**config.mk**
```make
export PLATFORM = sky130hd
export DESIGN_NAME = http_request_header_parser_core
export DESIGN_NICKNAME = d
export VERILOG_FILES = /design/src/hdl/http_rhp_pkg.sv /design/src/hdl/http_rhp_step.sv /design/src/hdl/http_rhp_outq.sv /design/src/hdl/http_request_header_parser_core.sv
export SDC_FILE = /design/constraint.sdc
export NUM_CORES = 1
export LEC_CHECK = 0
export BUFFER_PORTS_ARGS = -buffer_cell sky130_fd_sc_hd__buf_2
export CELL_PAD_IN_SITES_DETAIL_PLACEMENT = 2
export CELL_PAD_IN_SITES_GLOBAL_PLACEMENT = 2
export CORE_MARGIN = 2
export CORE_UTILIZATION = 40
export DETAILED_ROUTE_END_ITERATION = 10
export HOLD_SLACK_MARGIN = 0.05
export PLACE_DENSITY = 0.86
export SLEW_MARGIN = 20
export SYNTH_ARGS = -nofsm -noshare
export SYNTH_HDL_FRONTEND = slang
export SYNTH_SLANG_ARGS = --single-unit
```
**constraint.sdc**
```tcl
create_clock -name aclk -period 13.4 [get_ports aclk]
set_input_delay 1.34 -clock aclk [delete_from_list [all_inputs] [get_ports aclk]]
set_output_delay 1.34 -clock aclk [all_outputs]
set_load 0.02 [all_outputs]
```
**src/hdl/http_rhp_pkg.sv**
```systemverilog
// Shared types, codes and constants of the HTTP request header parser.
`default_nettype none

package http_rhp_pkg;

    // Parse phase, one-hot
    typedef enum logic [7:0] {
        PH_METHOD     = 8'b0000_0001,
        PH_URI        = 8'b0000_0010,
        PH_VERSION    = 8'b0000_0100,
        PH_VERSION_LF = 8'b0000_1000,
        PH_LINE_START = 8'b0001_0000,
        PH_NAME       = 8'b0010_0000,
        PH_VALUE      = 8'b0100_0000,
        PH_SKIP       = 8'b1000_0000
    } phase_t;

    // Result kinds
    localparam logic [2:0] KIND_METHOD  = 3'd0;
    localparam logic [2:0] KIND_URI     = 3'd1;
    localparam logic [2:0] KIND_NAME    = 3'd2;
    localparam logic [2:0] KIND_VALUE   = 3'd3;
    localparam logic [2:0] KIND_COMMIT  = 3'd4;
    localparam logic [2:0] KIND_DISCARD = 3'd5;
    localparam logic [2:0] KIND_DONE    = 3'd6;
    localparam logic [2:0] KIND_ERROR   = 3'd7;

    // Error and method codes carried in the payload
    localparam logic [7:0] ERR_BAD_REQUEST = 8'd0;
    localparam logic [7:0] ERR_NOT_ALLOWED = 8'd1;
    localparam logic [7:0] METHOD_GET      = 8'd0;
    localparam logic [7:0] METHOD_POST     = 8'd1;
    localparam logic [7:0] METHOD_HEAD     = 8'd2;

    // Register indexes
    localparam logic CFG_NAME_LIMIT  = 1'b0;
    localparam logic CFG_VALUE_LIMIT = 1'b1;

    localparam logic [7:0]  NAME_LIMIT_RESET  = 8'd99;
    localparam logic [11:0] VALUE_LIMIT_RESET = 12'd999;

    // Characters
    localparam logic [7:0] CH_SP    = 8'h20;
    localparam logic [7:0] CH_CR    = 8'h0D;
    localparam logic [7:0] CH_LF    = 8'h0A;
    localparam logic [7:0] CH_COLON = 8'h3A;

    // Method words as shifted in
    localparam logic [31:0] WORD_GET  = 32'h0047_4554;
    localparam logic [31:0] WORD_POST = 32'h504F_5354;
    localparam logic [31:0] WORD_HEAD = 32'h4845_4144;

    localparam logic [15:0] COUNT_MAX  = 16'hFFFF;
    localparam int          MAX_RESULTS = 3;
    localparam int          QUEUE_DEPTH = 4;

    typedef struct packed {
        phase_t      phase;
        logic [31:0] method_chars;
        logic [2:0]  method_length;
        logic [7:0]  pending_byte;
        logic        pending_valid;
        logic [7:0]  name_count;
        logic [11:0] value_count;
        logic [15:0] consumed_count;
        logic [1:0]  after_version_count;
    } state_t;

    localparam state_t STATE_RESET = '{
        phase:               PH_METHOD,
        method_chars:        32'd0,
        method_length:       3'd0,
        pending_byte:        8'd0,
        pending_valid:       1'b0,
        name_count:          8'd0,
        value_count:         12'd0,
        consumed_count:      16'd0,
        after_version_count: 2'd0
    };

    typedef struct packed {
        logic [2:0]  kind;
        logic [7:0]  payload;
        logic [15:0] byte_count;
        logic        complete;
        logic        last_of_run;
    } res_t;

    // Result group handed from the step logic to the queue
    typedef struct packed {
        res_t [MAX_RESULTS-1:0] items;
        logic [1:0]             n;
    } res_set_t;

endpackage

`default_nettype wire

```
**src/hdl/http_rhp_step.sv**
```systemverilog
// Per-byte parse logic: next state and the result items of one input byte.
`default_nettype none

module http_rhp_step (
    input  wire http_rhp_pkg::state_t   st,
    input  wire logic [7:0]             data_byte,
    input  wire logic                   end_of_buffer,
    input  wire logic [7:0]             name_limit,
    input  wire logic [11:0]            value_limit,
    output http_rhp_pkg::state_t        st_next,
    output http_rhp_pkg::res_set_t      results
);
    import http_rhp_pkg::*;

    typedef struct packed {
        state_t   st;
        res_set_t rs;
    } work_t;

    // Append one result item, at most three per byte
    function automatic work_t f_emit(work_t w, logic [2:0] kind, logic [7:0] pl,
                                     logic [15:0] cnt, logic cp);
        work_t r;
        r = w;
        if (r.rs.n != 2'd3) begin
            r.rs.items[r.rs.n] = '{kind: kind, payload: pl, byte_count: cnt,
                                   complete: cp, last_of_run: 1'b0};
            r.rs.n = r.rs.n + 2'd1;
        end
        return r;
    endfunction

    function automatic work_t f_fail(work_t w, logic [7:0] code);
        work_t r;
        r = f_emit(w, KIND_ERROR, code, 16'd0, 1'b0);
        r.st.phase = PH_SKIP;
        return r;
    endfunction

    // Ordinary header byte: pass on if under the field's limit
    function automatic work_t f_plain(work_t w, logic [7:0] b, logic [7:0] nl,
                                      logic [11:0] vl);
        work_t r;
        r = w;
        if (r.st.phase == PH_LINE_START)
            r.st.phase = PH_NAME;
        if (r.st.phase == PH_NAME) begin
            if (r.st.name_count < nl) begin
                r = f_emit(r, KIND_NAME, b, 16'd0, 1'b0);
                r.st.name_count = r.st.name_count + 8'd1;
            end
        end else if (r.st.phase == PH_VALUE) begin
            if (r.st.value_count < vl) begin
                r = f_emit(r, KIND_VALUE, b, 16'd0, 1'b0);
                r.st.value_count = r.st.value_count + 12'd1;
            end
        end
        return r;
    endfunction

    work_t w;
    logic  hdr_done;
    logic  pend_plain;

    always_comb begin
        w.st       = st;
        w.rs       = '0;
        hdr_done   = 1'b0;
        pend_plain = 1'b0;

        // byte counter runs until done or error
        if (w.st.phase != PH_SKIP && w.st.consumed_count != COUNT_MAX)
            w.st.consumed_count = w.st.consumed_count + 16'd1;

        case (st.phase)
            PH_METHOD: begin
                if (data_byte == CH_SP) begin
                    if (w.st.method_length == 3'd3 && w.st.method_chars == WORD_GET) begin
                        w = f_emit(w, KIND_METHOD, METHOD_GET, 16'd0, 1'b0);
                        w.st.phase = PH_URI;
                    end else if (w.st.method_length == 3'd4 &&
                                 w.st.method_chars == WORD_POST) begin
                        w = f_emit(w, KIND_METHOD, METHOD_POST, 16'd0, 1'b0);
                        w.st.phase = PH_URI;
                    end else if (w.st.method_length == 3'd4 &&
                                 w.st.method_chars == WORD_HEAD) begin
                        w = f_emit(w, KIND_METHOD, METHOD_HEAD, 16'd0, 1'b0);
                        w.st.phase = PH_URI;
                    end else begin
                        w = f_fail(w, ERR_NOT_ALLOWED);
                    end
                end else begin
                    if (w.st.method_length < 3'd4)
                        w.st.method_chars = {w.st.method_chars[23:0], data_byte};
                    if (w.st.method_length < 3'd5)
                        w.st.method_length = w.st.method_length + 3'd1;
                end
            end
            PH_URI: begin
                if (data_byte == CH_SP)
                    w.st.phase = PH_VERSION;
                else
                    w = f_emit(w, KIND_URI, data_byte, 16'd0, 1'b0);
            end
            PH_VERSION: begin
                if (data_byte == CH_CR)
                    w.st.phase = PH_VERSION_LF;
            end
            PH_VERSION_LF: begin
                if (data_byte == CH_LF) begin
                    w.st.phase = PH_LINE_START;
                    w.st.after_version_count = 2'd0;
                end else begin
                    w = f_fail(w, ERR_BAD_REQUEST);
                end
            end
            PH_LINE_START, PH_NAME, PH_VALUE: begin
                if (w.st.after_version_count != 2'd3)
                    w.st.after_version_count = w.st.after_version_count + 2'd1;
                if (!(end_of_buffer && w.st.after_version_count != 2'd3)) begin
                    // resolve the held CR or colon against this byte
                    if (w.st.pending_valid) begin
                        w.st.pending_valid = 1'b0;
                        if (w.st.pending_byte == CH_CR && data_byte == CH_LF) begin
                            hdr_done = 1'b1;
                            if (w.st.phase == PH_LINE_START) begin
                                w = f_emit(w, KIND_DONE, 8'd0, w.st.consumed_count, 1'b1);
                                w.st.phase = PH_SKIP;
                            end else begin
                                w = f_emit(w, (w.st.phase == PH_VALUE) ? KIND_COMMIT
                                                                     : KIND_DISCARD,
                                           8'd0, 16'd0, 1'b0);
                                w.st.phase       = PH_LINE_START;
                                w.st.name_count  = 8'd0;
                                w.st.value_count = 12'd0;
                            end
                        end else if (w.st.pending_byte == CH_COLON && data_byte == CH_SP &&
                                     w.st.phase != PH_VALUE) begin
                            hdr_done = 1'b1;
                            if (w.st.phase == PH_LINE_START)
                                w = f_fail(w, ERR_BAD_REQUEST);
                            else
                                w.st.phase = PH_VALUE;
                        end else begin
                            pend_plain = 1'b1;
                        end
                    end
                    if (pend_plain)
                        w = f_plain(w, w.st.pending_byte, name_limit, value_limit);
                    if (!hdr_done) begin
                        if (data_byte == CH_CR || data_byte == CH_COLON) begin
                            w.st.pending_byte  = data_byte;
                            w.st.pending_valid = 1'b1;
                        end else begin
                            w = f_plain(w, data_byte, name_limit, value_limit);
                        end
                    end
                end
            end
            default: begin
            end
        endcase

        // end of buffer: close the request and return to reset
        if (end_of_buffer) begin
            if (w.st.phase == PH_METHOD || w.st.phase == PH_URI ||
                w.st.phase == PH_VERSION || w.st.phase == PH_VERSION_LF) begin
                w = f_fail(w, ERR_BAD_REQUEST);
            end else if (w.st.phase != PH_SKIP) begin
                if (w.st.after_version_count != 2'd3) begin
                    w = f_fail(w, ERR_BAD_REQUEST);
                end else begin
                    if (w.st.pending_valid) begin
                        w.st.pending_valid = 1'b0;
                        w = f_plain(w, w.st.pending_byte, name_limit, value_limit);
                    end
                    w = f_emit(w, KIND_DONE, 8'd0, w.st.consumed_count, 1'b0);
                end
            end
            w.st = STATE_RESET;
        end

        // mark the final item of this byte
        if (w.rs.n != 2'd0)
            w.rs.items[w.rs.n - 2'd1].last_of_run = 1'b1;
    end

    assign st_next = w.st;
    assign results = w.rs;

endmodule

`default_nettype wire

```
**src/hdl/http_rhp_outq.sv**
```systemverilog
// Result queue: takes up to three items at once, hands out one per handshake.
`default_nettype none

module http_rhp_outq (
    input  wire logic                   aclk,
    input  wire logic                   aresetn,
    input  wire logic                   push_en,
    input  wire http_rhp_pkg::res_set_t push_set,
    input  wire logic                   pop,
    output http_rhp_pkg::res_t          head,
    output logic                        head_valid,
    output logic [2:0]                  count
);
    import http_rhp_pkg::*;

    res_t [QUEUE_DEPTH-1:0] entries_reg;
    res_t [QUEUE_DEPTH-1:0] entries_next;
    logic [2:0]             count_reg;
    logic [2:0]             count_next;
    logic [2:0]             base;

    // shift out the head, then append the new group behind what is left
    always_comb begin
        entries_next = entries_reg;
        base         = count_reg;
        if (pop && count_reg != 3'd0) begin
            for (int i = 0; i < QUEUE_DEPTH - 1; i++)
                entries_next[i] = entries_reg[i+1];
            base = count_reg - 3'd1;
        end
        for (int i = 0; i < QUEUE_DEPTH; i++) begin
            for (int k = 0; k < MAX_RESULTS; k++) begin
                if (push_en && 2'(k) < push_set.n && (base + 3'(k)) == 3'(i))
                    entries_next[i] = push_set.items[k];
            end
        end
        count_next = base + (push_en ? {1'b0, push_set.n} : 3'd0);
    end

    always_ff @(posedge aclk) begin
        entries_reg <= entries_next;
        if (!aresetn)
            count_reg <= 3'd0;
        else
            count_reg <= count_next;
    end

    assign head       = entries_reg[0];
    assign head_valid = (count_reg != 3'd0);
    assign count      = count_reg;

endmodule

`default_nettype wire

```
**src/hdl/http_request_header_parser_core.sv**
```systemverilog
// HTTP request header parser, top level: input register, parse step, result queue.
// An accepted byte waits in the input register until the queue has room; its result
// items are then registered in the queue before the output port can take them.
// Throughput: one byte per cycle while each byte gives at most one result item and
// m_tready stays high; a byte's items leave in turn through the one-item output port.
// The input stage waits while more than one item is queued (queue depth four).
// Reset (aresetn low, synchronous) clears the parse state, queue and input stage
// and loads the limit registers with 99 and 999.
`default_nettype none

module http_request_header_parser_core (
    input  wire logic        aclk,
    input  wire logic        aresetn,
    // input stream
    input  wire logic        s_tvalid,
    output logic             s_tready,
    input  wire logic [7:0]  s_tdata,   // [7:0] data_byte
    input  wire logic        s_tlast,   // end_of_buffer
    // result stream
    output logic             m_tvalid,
    input  wire logic        m_tready,
    output logic [31:0]      m_tdata,   // [7:0] payload, [23:8] byte_count, [24] complete
    output logic [2:0]       m_tuser,   // [2:0] kind
    output logic             m_tlast,   // last_of_run
    // configuration
    input  wire logic        cfg_we,
    input  wire logic        cfg_index,
    input  wire logic [11:0] cfg_wdata
);
    import http_rhp_pkg::*;

    logic [7:0]  name_limit_reg;
    logic [11:0] value_limit_reg;

    logic        in_valid_reg;
    logic [7:0]  in_byte_reg;
    logic        in_eob_reg;

    state_t      state_reg;
    state_t      state_next;
    res_set_t    step_results;

    res_t        q_head;
    logic        q_valid;
    logic [2:0]  q_count;
    logic        proc;
    logic        s_accept;

    // the held item is parsed once the queue has room for three
    assign proc     = in_valid_reg && (q_count <= 3'd1);
    assign s_tready = !in_valid_reg || proc;
    assign s_accept = s_tvalid && s_tready;

    // configuration registers
    always_ff @(posedge aclk) begin
        if (!aresetn) begin
            name_limit_reg  <= NAME_LIMIT_RESET;
            value_limit_reg <= VALUE_LIMIT_RESET;
        end else if (cfg_we) begin
            if (cfg_index == CFG_NAME_LIMIT)
                name_limit_reg <= cfg_wdata[7:0];
            if (cfg_index == CFG_VALUE_LIMIT)
                value_limit_reg <= cfg_wdata;
        end
    end

    // input register
    always_ff @(posedge aclk) begin
        if (s_accept) begin
            in_byte_reg <= s_tdata;
            in_eob_reg  <= s_tlast;
        end
        if (!aresetn)
            in_valid_reg <= 1'b0;
        else if (s_accept)
            in_valid_reg <= 1'b1;
        else if (proc)
            in_valid_reg <= 1'b0;
    end

    // parse state
    always_ff @(posedge aclk) begin
        if (!aresetn)
            state_reg <= STATE_RESET;
        else if (proc)
            state_reg <= state_next;
    end

    http_rhp_step u_step (
        .st            (state_reg),
        .data_byte     (in_byte_reg),
        .end_of_buffer (in_eob_reg),
        .name_limit    (name_limit_reg),
        .value_limit   (value_limit_reg),
        .st_next       (state_next),
        .results       (step_results)
    );

    http_rhp_outq u_outq (
        .aclk       (aclk),
        .aresetn    (aresetn),
        .push_en    (proc),
        .push_set   (step_results),
        .pop        (m_tready),
        .head       (q_head),
        .head_valid (q_valid),
        .count      (q_count)
    );

    assign m_tvalid = q_valid;
    assign m_tdata  = {7'd0, q_head.complete, q_head.byte_count, q_head.payload};
    assign m_tuser  = q_head.kind;
    assign m_tlast  = q_head.last_of_run;

endmodule

`default_nettype wire
```
==> reports/qor.tcl, run 1 <==
set qor(timing.critical_path.buf_inv) 1
set qor(xor_xnor_cell_area_share_of_the_yosys_netlist_pct) 3.00
set qor(cp_data_arrival_time_ns) 12.78
set qor(leakage_nw) 6.55
set qor(synth-edff-count) 125
set qor(wire_per_inst_um) 27.1
set qor(placement.cell_area_sq_um) 17300
set qor(synth_fa_ha_area_share_pct) 5.30
set qor(ys_async_sr_fraction_pct) 0
set qor(numPortBuffers) 57
set qor(timing_worst_slew_pin_value_ns) 1.12
set qor(holdCritPathClass) {reg -> reg}
set qor(antenna_left) 0
set qor(fmaxAchievable_mhz) 79.8
set qor(synthDominantCellAreaShare_pct) 22.2
set qor(die-width_um) 210
set qor(report.final.slew_viol_count) 0
set qor(remaining_global_route_overflow) 0
set qor(first_iteration_detailed_routing_drc_count) 955
set qor(clock_sinks) 239
set qor(path_max_fanout) 21
set qor(grt_pass1_wl_um) 104000
set qor(postSynthAreaPerCell_sq_um) 8.74
set qor(yosys.area_share.simple_pct) 23.0
set qor(worst_skew_pair.late_latency_ns) 0.59
set qor(i_o_pin_cnt) 65
set qor(critPathTopFamily) {simple AND/OR/NAND/NOR gates}
set qor(netlist_area_sq_um) 16900
set qor(groute.usage.overall_pct) 30.4
set qor(gr-max-usage-layer) {met2}
set qor(route.final.wire_length_um) 67200
set qor(num-nets-final) 2018
set qor(timing.clock.skew_ns) 0.00909
set qor(yosysWarnings) 0
set qor(effective_utilization_at_floorplan_pct) 40.4
set qor(total_power_mw) 2.37
set qor(rsz0062_at_grt) {no}
set qor(max_cap_viol_count) 0
set qor(ctsHoldBuffers) 0
set qor(die_height_um) 210
set qor(grt_max_degree) 65
set qor(run_status) {finished clean}
set qor(rows) 75
set qor(fin_setup_tns_ns) 0
set qor(drt_first_pass_iters) 5
set qor(groute.layer.met3.usage_pct) 4.50
set qor(grt_util_met1_pct) 35.6
set qor(grt.met2_usage_pct) 54.1
set qor(synth_top_family_by_area) {simple AND/OR/NAND/NOR gates}
set qor(cts_tree) {yes}
set qor(min_period_ns) 12.53
set qor(power_density_nw_per_um2) 130
set qor(via_per_inst) 6.36
set qor(report.final.setup_viol) 0
set qor(post_route_cells_drive_above_1_share_pct) 12.0
set qor(max_stage_delay_ns) 0.65
set qor(timing.critical_path.to_type) {flip-flop}
set qor(yosys-top-cells-area) {sky130_fd_sc_hd__edfxtp_1 (22%), sky130_fd_sc_hd__dfxtp_1 (14%), sky130_fd_sc_hd__nand2_1 (5.2%), sky130_fd_sc_hd__ha_1 (5.2%), sky130_fd_sc_hd__o21ai_0 (3.3%)}
set qor(postSynthCellCount) 1933
set qor(startpoint_type) {flip-flop}
set qor(path_clk_slew_ns) 0.06
set qor(ctsLongestPathBuffers) 3
set qor(drt_drc_violations_left) 0
set qor(post-route-cell-area_sq_um) 18300
set qor(detailroute.via_count) 15800
set qor(yosys.cell_count.top_type) {sky130_fd_sc_hd__nand2_1}
set qor(cts_root_buffer) {sky130_fd_sc_hd__clkbuf_16}
set qor(first_global_vias) 17400
set qor(synth_ff_type) {sky130_fd_sc_hd__edfxtp_1}
set qor(cts_buffers) 29
set qor(netlist_top_cells_count) {sky130_fd_sc_hd__nand2_1 (236), sky130_fd_sc_hd__edfxtp_1 (125), sky130_fd_sc_hd__nor2_1 (123)}
set qor(placeableCoreArea_sq_um) 41900
set qor(slew_headroom_pct) 25.0
set qor(dpl.hpwl_um) 50000
set qor(worst_ir_drop_vdd_v) 0.000112
set qor(layout-area-overhead-vs-synth_pct) 8.28
set qor(report.final.hold_viol_count) 0
set qor(timing.critical_path.required_ns) 13.65
set qor(synth-seq-cells) 239
set qor(globalplace.congestion) 0.965
set qor(synth_mux_area_share_pct) 3.87
set qor(floorplan.die_area_sq_um) 43900
set qor(synth_top_area_cell) {sky130_fd_sc_hd__edfxtp_1}
set qor(final.fill_count) 4606
set qor(largest_register_ffs) 90
set qor(category_of_the_most_critical_setup_path) {reg -> reg}
set qor(antenna_found_initial) 2
set qor(final_cycle_share_pct) 93.5
set qor(synth.distinct_cells) 120
set qor(synth_compound_area_share_pct) 22.7
set qor(slowest_stage) {sky130_fd_sc_hd__a211oi_1}
set qor(synth_sequential_area_ratio_pct) 35.7
set qor(htreeDepth) 1
metrics by stage:
stage          instances  worst slack [ns]  hold WS [ns]  util (%)
6_report            2482             0.874         0.466      43.7
5_1_grt             2481           0.00432         0.492      43.7
3_3_place_gp        2428              1.28         0.452      41.4
2_1_floorplan       1939              2.73         0.441         -
3_5_place_dp        2428             0.615         0.464      41.4
4_1_cts             2481             0.481         0.471      43.7
cells by family after synthesis:
kind of cell	after synthesis
buf+inv	212
compound gates	547
mux	61
fa+ha+maj	71
simple gates	745
other cells	1
xor+xnor	57
flops	239
repair_timing:
| action | in CTS | in global routing |
|---|---|---|
| setup endpoints to repair | 0 | 147 |
| setup buffers | 0 | 0 |
| gates resized for setup | 0 | 2 |
metal layers:
metal / up-vias / share of wire (%)
li1: 7085 / -
met1: 7985 / 40
met2: 513 / 50
met3: 193 / 5.2
met4: 2 / 5.3
met5: - / 0.018
worst reg2reg max path: cells and delay by family, from the launching register on:
kind | cells | cell delay (ns)
xor gates and xnor gates | 2 | 0.42
AOI/OAI and AO/OA | 11 | 3.31
buffers and inverters | 1 | 0.43
DFF | 1 | 0.55
and+or+nand+nor | 21 | 6.53
adders and majority gates | 3 | 0.94
layout by cell type (no fill, tap or decap), types with 43 or more instances in the layout:
master / instances
sky130_fd_sc_hd__ha_1: 70
sky130_fd_sc_hd__dfxtp_1: 114
sky130_fd_sc_hd__edfxtp_1: 125
sky130_fd_sc_hd__a21oi_1: 100
sky130_fd_sc_hd__nand2_1: 235
sky130_fd_sc_hd__a21boi_0: 50
sky130_fd_sc_hd__nor2_1: 121
sky130_fd_sc_hd__nand3_1: 94
sky130_fd_sc_hd__buf_2: 56
sky130_fd_sc_hd__and2_1: 43
sky130_fd_sc_hd__o21ai_0: 113
sky130_fd_sc_hd__inv_1: 70
power breakdown:
| group | internal, mW | leakage, nW | switching (mW) | total [mW] |
|---|---|---|---|---|
| Sequential | 0.945 | 2.13 | 0.0662 | 1.01 |
| Combinational | 0.176 | 3.97 | 0.397 | 0.573 |
| Clock | 0.455 | 0.453 | 0.336 | 0.790 |
final timing paths:
check	startpoint	endpoint	slack (ns)	cells after the start
max reg2reg	in_byte_reg[4]	u_outq.entries_reg[56]	0.87	38
min	value_limit_reg[4]	value_limit_reg[4]	0.47	2
min reg2reg	value_limit_reg[4]	value_limit_reg[4]	0.47	2
max	in_byte_reg[4]	u_outq.entries_reg[56]	0.87	38
final cells by class:
class	count	area [sq um]	area share (%)
multi-input cells	1488	9830	53.8
flip-flops and latches	239	6040	33.0
clock buffers	46	851	4.65
well taps	539	674	3.69
repair buffers	92	551	3.01
inverters	70	263	1.44
clock inverters	7	81.3	0.445
diodes	1	2.50	0.0137
No activity file was read; power rests on OpenSTA's default activity.
==> run 2, diff against run 1 <==
--- a/config.mk
+++ b/config.mk
@@ -6,13 +6,11 @@
 export NUM_CORES = 1
 export LEC_CHECK = 0
 export BUFFER_PORTS_ARGS = -buffer_cell sky130_fd_sc_hd__buf_2
-export CELL_PAD_IN_SITES_DETAIL_PLACEMENT = 2
-export CELL_PAD_IN_SITES_GLOBAL_PLACEMENT = 2
 export CORE_MARGIN = 2
 export CORE_UTILIZATION = 40
 export DETAILED_ROUTE_END_ITERATION = 10
 export HOLD_SLACK_MARGIN = 0.05
-export PLACE_DENSITY = 0.86
+export PLACE_DENSITY = 0.64
 export SLEW_MARGIN = 20
 export SYNTH_ARGS = -nofsm -noshare
 export SYNTH_HDL_FRONTEND = slang
==> constraint.sdc (replaced) <==
create_clock -name aclk -period 13.4 [get_ports aclk]
set_input_delay 0 -clock aclk [delete_from_list [all_inputs] [get_ports aclk]]
set_output_delay 0 -clock aclk [all_outputs]
set_load 0.02 [all_outputs]
==> run 2 against run 1 <==
Compared with the run above:
- clock power shrank 2%
- global-route usage decreased by 8.1 points
- sequential power about the same
- count of clock-buffer cells in the layout is 3 lower
- via count fell by 5.5%
- largest cell class unchanged
- clock skew is 0.0082 ns higher
- utilization increased by 0.61 points
==> reports/qor.tcl, run 2 (same netlist as run 1, synthesis figures left out) <==
set qor(r2r_slack_ns) 1.12
set qor(report.final.setup_viol) 0
set qor(report.final.hold_viol_count) 0
set qor(groute.usage.overall_pct) 22.2
set qor(route.final.wire_length_um) 49600
set qor(layout_common_cells) {sky130_fd_sc_hd__nand2_1 (235), sky130_fd_sc_hd__edfxtp_1 (125), sky130_fd_sc_hd__nor2_1 (121), sky130_fd_sc_hd__dfxtp_1 (114), sky130_fd_sc_hd__o21ai_0 (113)}
set qor(layout-area-overhead-vs-synth_pct) 9.80
set qor(worst_ir_drop_vdd_v) 0.000111
set qor(report.final.slew_viol_count) 0
set qor(leakage_nw) 6.65
set qor(post_route_cells_drive_above_1_share_pct) 11.9
set qor(max_stage_delay_ns) 0.66
set qor(htreeDepth) 1
set qor(slowest_stage) {sky130_fd_sc_hd__nand3_1}
set qor(placedCellCount) 2425
set qor(startpoint_type) {flip-flop}
set qor(cp-endpoint) {u_outq.entries_reg[52]}
set qor(num-nets-final) 2041
set qor(cts_root_buffer) {sky130_fd_sc_hd__clkbuf_16}
set qor(first_iteration_detailed_routing_drc_count) 1194
set qor(fin_setup_tns_ns) 0
set qor(run_status) {finished clean}
set qor(floorplan.die_area_sq_um) 43900
set qor(critical_path.reg2reg.startpoint) {in_byte_reg[4]}
set qor(fmaxAchievable_mhz) 81.4
set qor(timing_worst_slew_pin_value_ns) 1.12
set qor(cp_data_arrival_time_ns) 12.60
set qor(r2r_endpoint) {u_outq.entries_reg[52]}
set qor(final_cycle_share_pct) 91.7
set qor(effective_utilization_at_floorplan_pct) 40.4
set qor(path_clk_slew_ns) 0.06
set qor(reg2reg_depth) 37
set qor(cts_tree) {yes}
set qor(i_o_pin_cnt) 65
set qor(grt_pass1_wl_um) 78700
set qor(placeableCoreArea_sq_um) 41900
set qor(ctsLongestPathBuffers) 3
set qor(post-route-util_pct) 44.3
set qor(grt_max_degree) 115
set qor(power_density_nw_per_um2) 123
set qor(numPortBuffers) 57
set qor(clock_sinks) 239
set qor(timing.clock.skew_ns) 0.0172
set qor(min_period_ns) 12.28
set qor(globalplace.congestion) 0.992
set qor(category_of_the_most_critical_setup_path) {reg -> reg}
set qor(slew_headroom_pct) 24.5
set qor(rsz0062_at_grt) {no}
set qor(diodes) 0
set qor(final.fill_count) 4091
set qor(buffers_inserted_by_post_cts_timing_repair) 0
set qor(path_max_fanout) 21
set qor(drt_first_pass_iters) 7
set qor(antenna_found_initial) 0
set qor(first_global_vias) 14100
set qor(final_cells) 2504
set qor(source_of_the_critical_timing_path) {in_byte_reg[4]}
set qor(sequential_cell_area_sq_um) 6040
set qor(antenna_left) 0
set qor(multi_input_area_sq_um) 9830
set qor(dpl.hpwl_um) 36900
set qor(die_height_um) 210
set qor(layout_commonest_cell) {sky130_fd_sc_hd__nand2_1}
set qor(remaining_global_route_overflow) 0
set qor(timing.critical_path.required_ns) 13.71
set qor(max_cap_viol_count) 0
set qor(worst_skew_pair.late_latency_ns) 0.58
set qor(holdCritPathClass) {in -> reg}
set qor(cts_buffers) 28
set qor(die-width_um) 210
set qor(rows) 75
set qor(via_per_inst) 5.95
set qor(detailroute.via_count) 14900
set qor(hold_depth) 2
set qor(largest_register_ffs) 90
set qor(drt_drc_violations_left) 0
set qor(timing.critical_path.to_type) {flip-flop}
set qor(wire_per_inst_um) 19.8
## run 2: cell count changes in the layout (fill, tap and decap cells not counted), moves of 2 or more
cell,change
sky130_fd_sc_hd__nand3_1,+2
sky130_fd_sc_hd__buf_4,-4
sky130_fd_sc_hd__nand3_2,-2
sky130_fd_sc_hd__clkbuf_1,-5
sky130_fd_sc_hd__dlygate4sd3_1,+27
sky130_fd_sc_hd__clkinv_2,+2
## run 2: layout make-up
cell class / instances / area share (%)
clock buffers: 43 / 4.69
inverters: 70 / 1.42
clock inverters: 9 / 0.432
flip-flops and latches: 239 / 32.5
well taps: 539 / 3.64
multi-input cells: 1488 / 53.0
repair buffers: 116 / 4.29
## run 2: routing by layer
| layer | global-route usage, % | vias to the layer above | wire length (um) |
|---|---|---|---|
| met1 | 30.0 | 7103 | 21900 |
| met3 | 3.32 | 124 | 3240 |
| met5 | 0 | - | 0 |
| met4 | 8.41 | 0 | 2100 |
| met2 | 36.1 | 534 | 22400 |
| li1 | - | 7149 | - |
## run 2: how the worst min path moves through the flow
stage                     end       start  slack [ns]
3_5_place_dp       in_eob_reg     s_tlast        0.18
2_1_floorplan  in_byte_reg[0]  s_tdata[0]         0.1
6_report           in_eob_reg     s_tlast        0.13
3_3_place_gp       in_eob_reg     s_tlast        0.19
5_1_grt        in_byte_reg[3]  s_tdata[3]        0.14
4_1_cts            in_eob_reg     s_tlast        0.11
## run 2: critical path, delay by kind of cell, from the launching register on
family	cells	cell delay (ns)
fa+ha+maj	3	0.96
xor+xnor	2	0.34
flops	1	0.58
simple gates	15	5.28
compound gates	14	4.02
mux	1	0.35
buf+inv	2	0.45
## run 2: report_power, final
| part | leakage, nW | total (mW) | switching [mW] | internal [mW] |
|---|---|---|---|---|
| combinational | 4.06 | 0.513 | 0.334 | 0.179 |
| clock | 0.466 | 0.772 | 0.322 | 0.450 |
| sequential | 2.13 | 0.990 | 0.0479 | 0.942 |
| total | 6.65 | 2.28 | 0.704 | 1.57 |
## run 2: stage by stage
| step | instance area (sq um) | hold WS (ns) | total power, mW | setup slack (ns) |
|---|---|---|---|---|
| 3_3_place_gp | 17300 | 0.188 | 1.51 | 1.38 |
| 3_5_place_dp | 17300 | 0.181 | 1.51 | 0.965 |
| 4_1_cts | 18500 | 0.110 | 2.29 | 0.941 |
| 5_1_grt | 18500 | 0.141 | 2.38 | 0.238 |
| 6_report | 18500 | 0.131 | 2.28 | 1.12 |
| 2_1_floorplan | 16900 | 0.0989 | 1.41 | 2.73 |
## run 2: timing repair
item	4_1_cts	5_1_grt
endpoints found under the hold margin	39	0
setup endpoints to repair	0	15
hold buffers	27	0
resized for setup	0	1
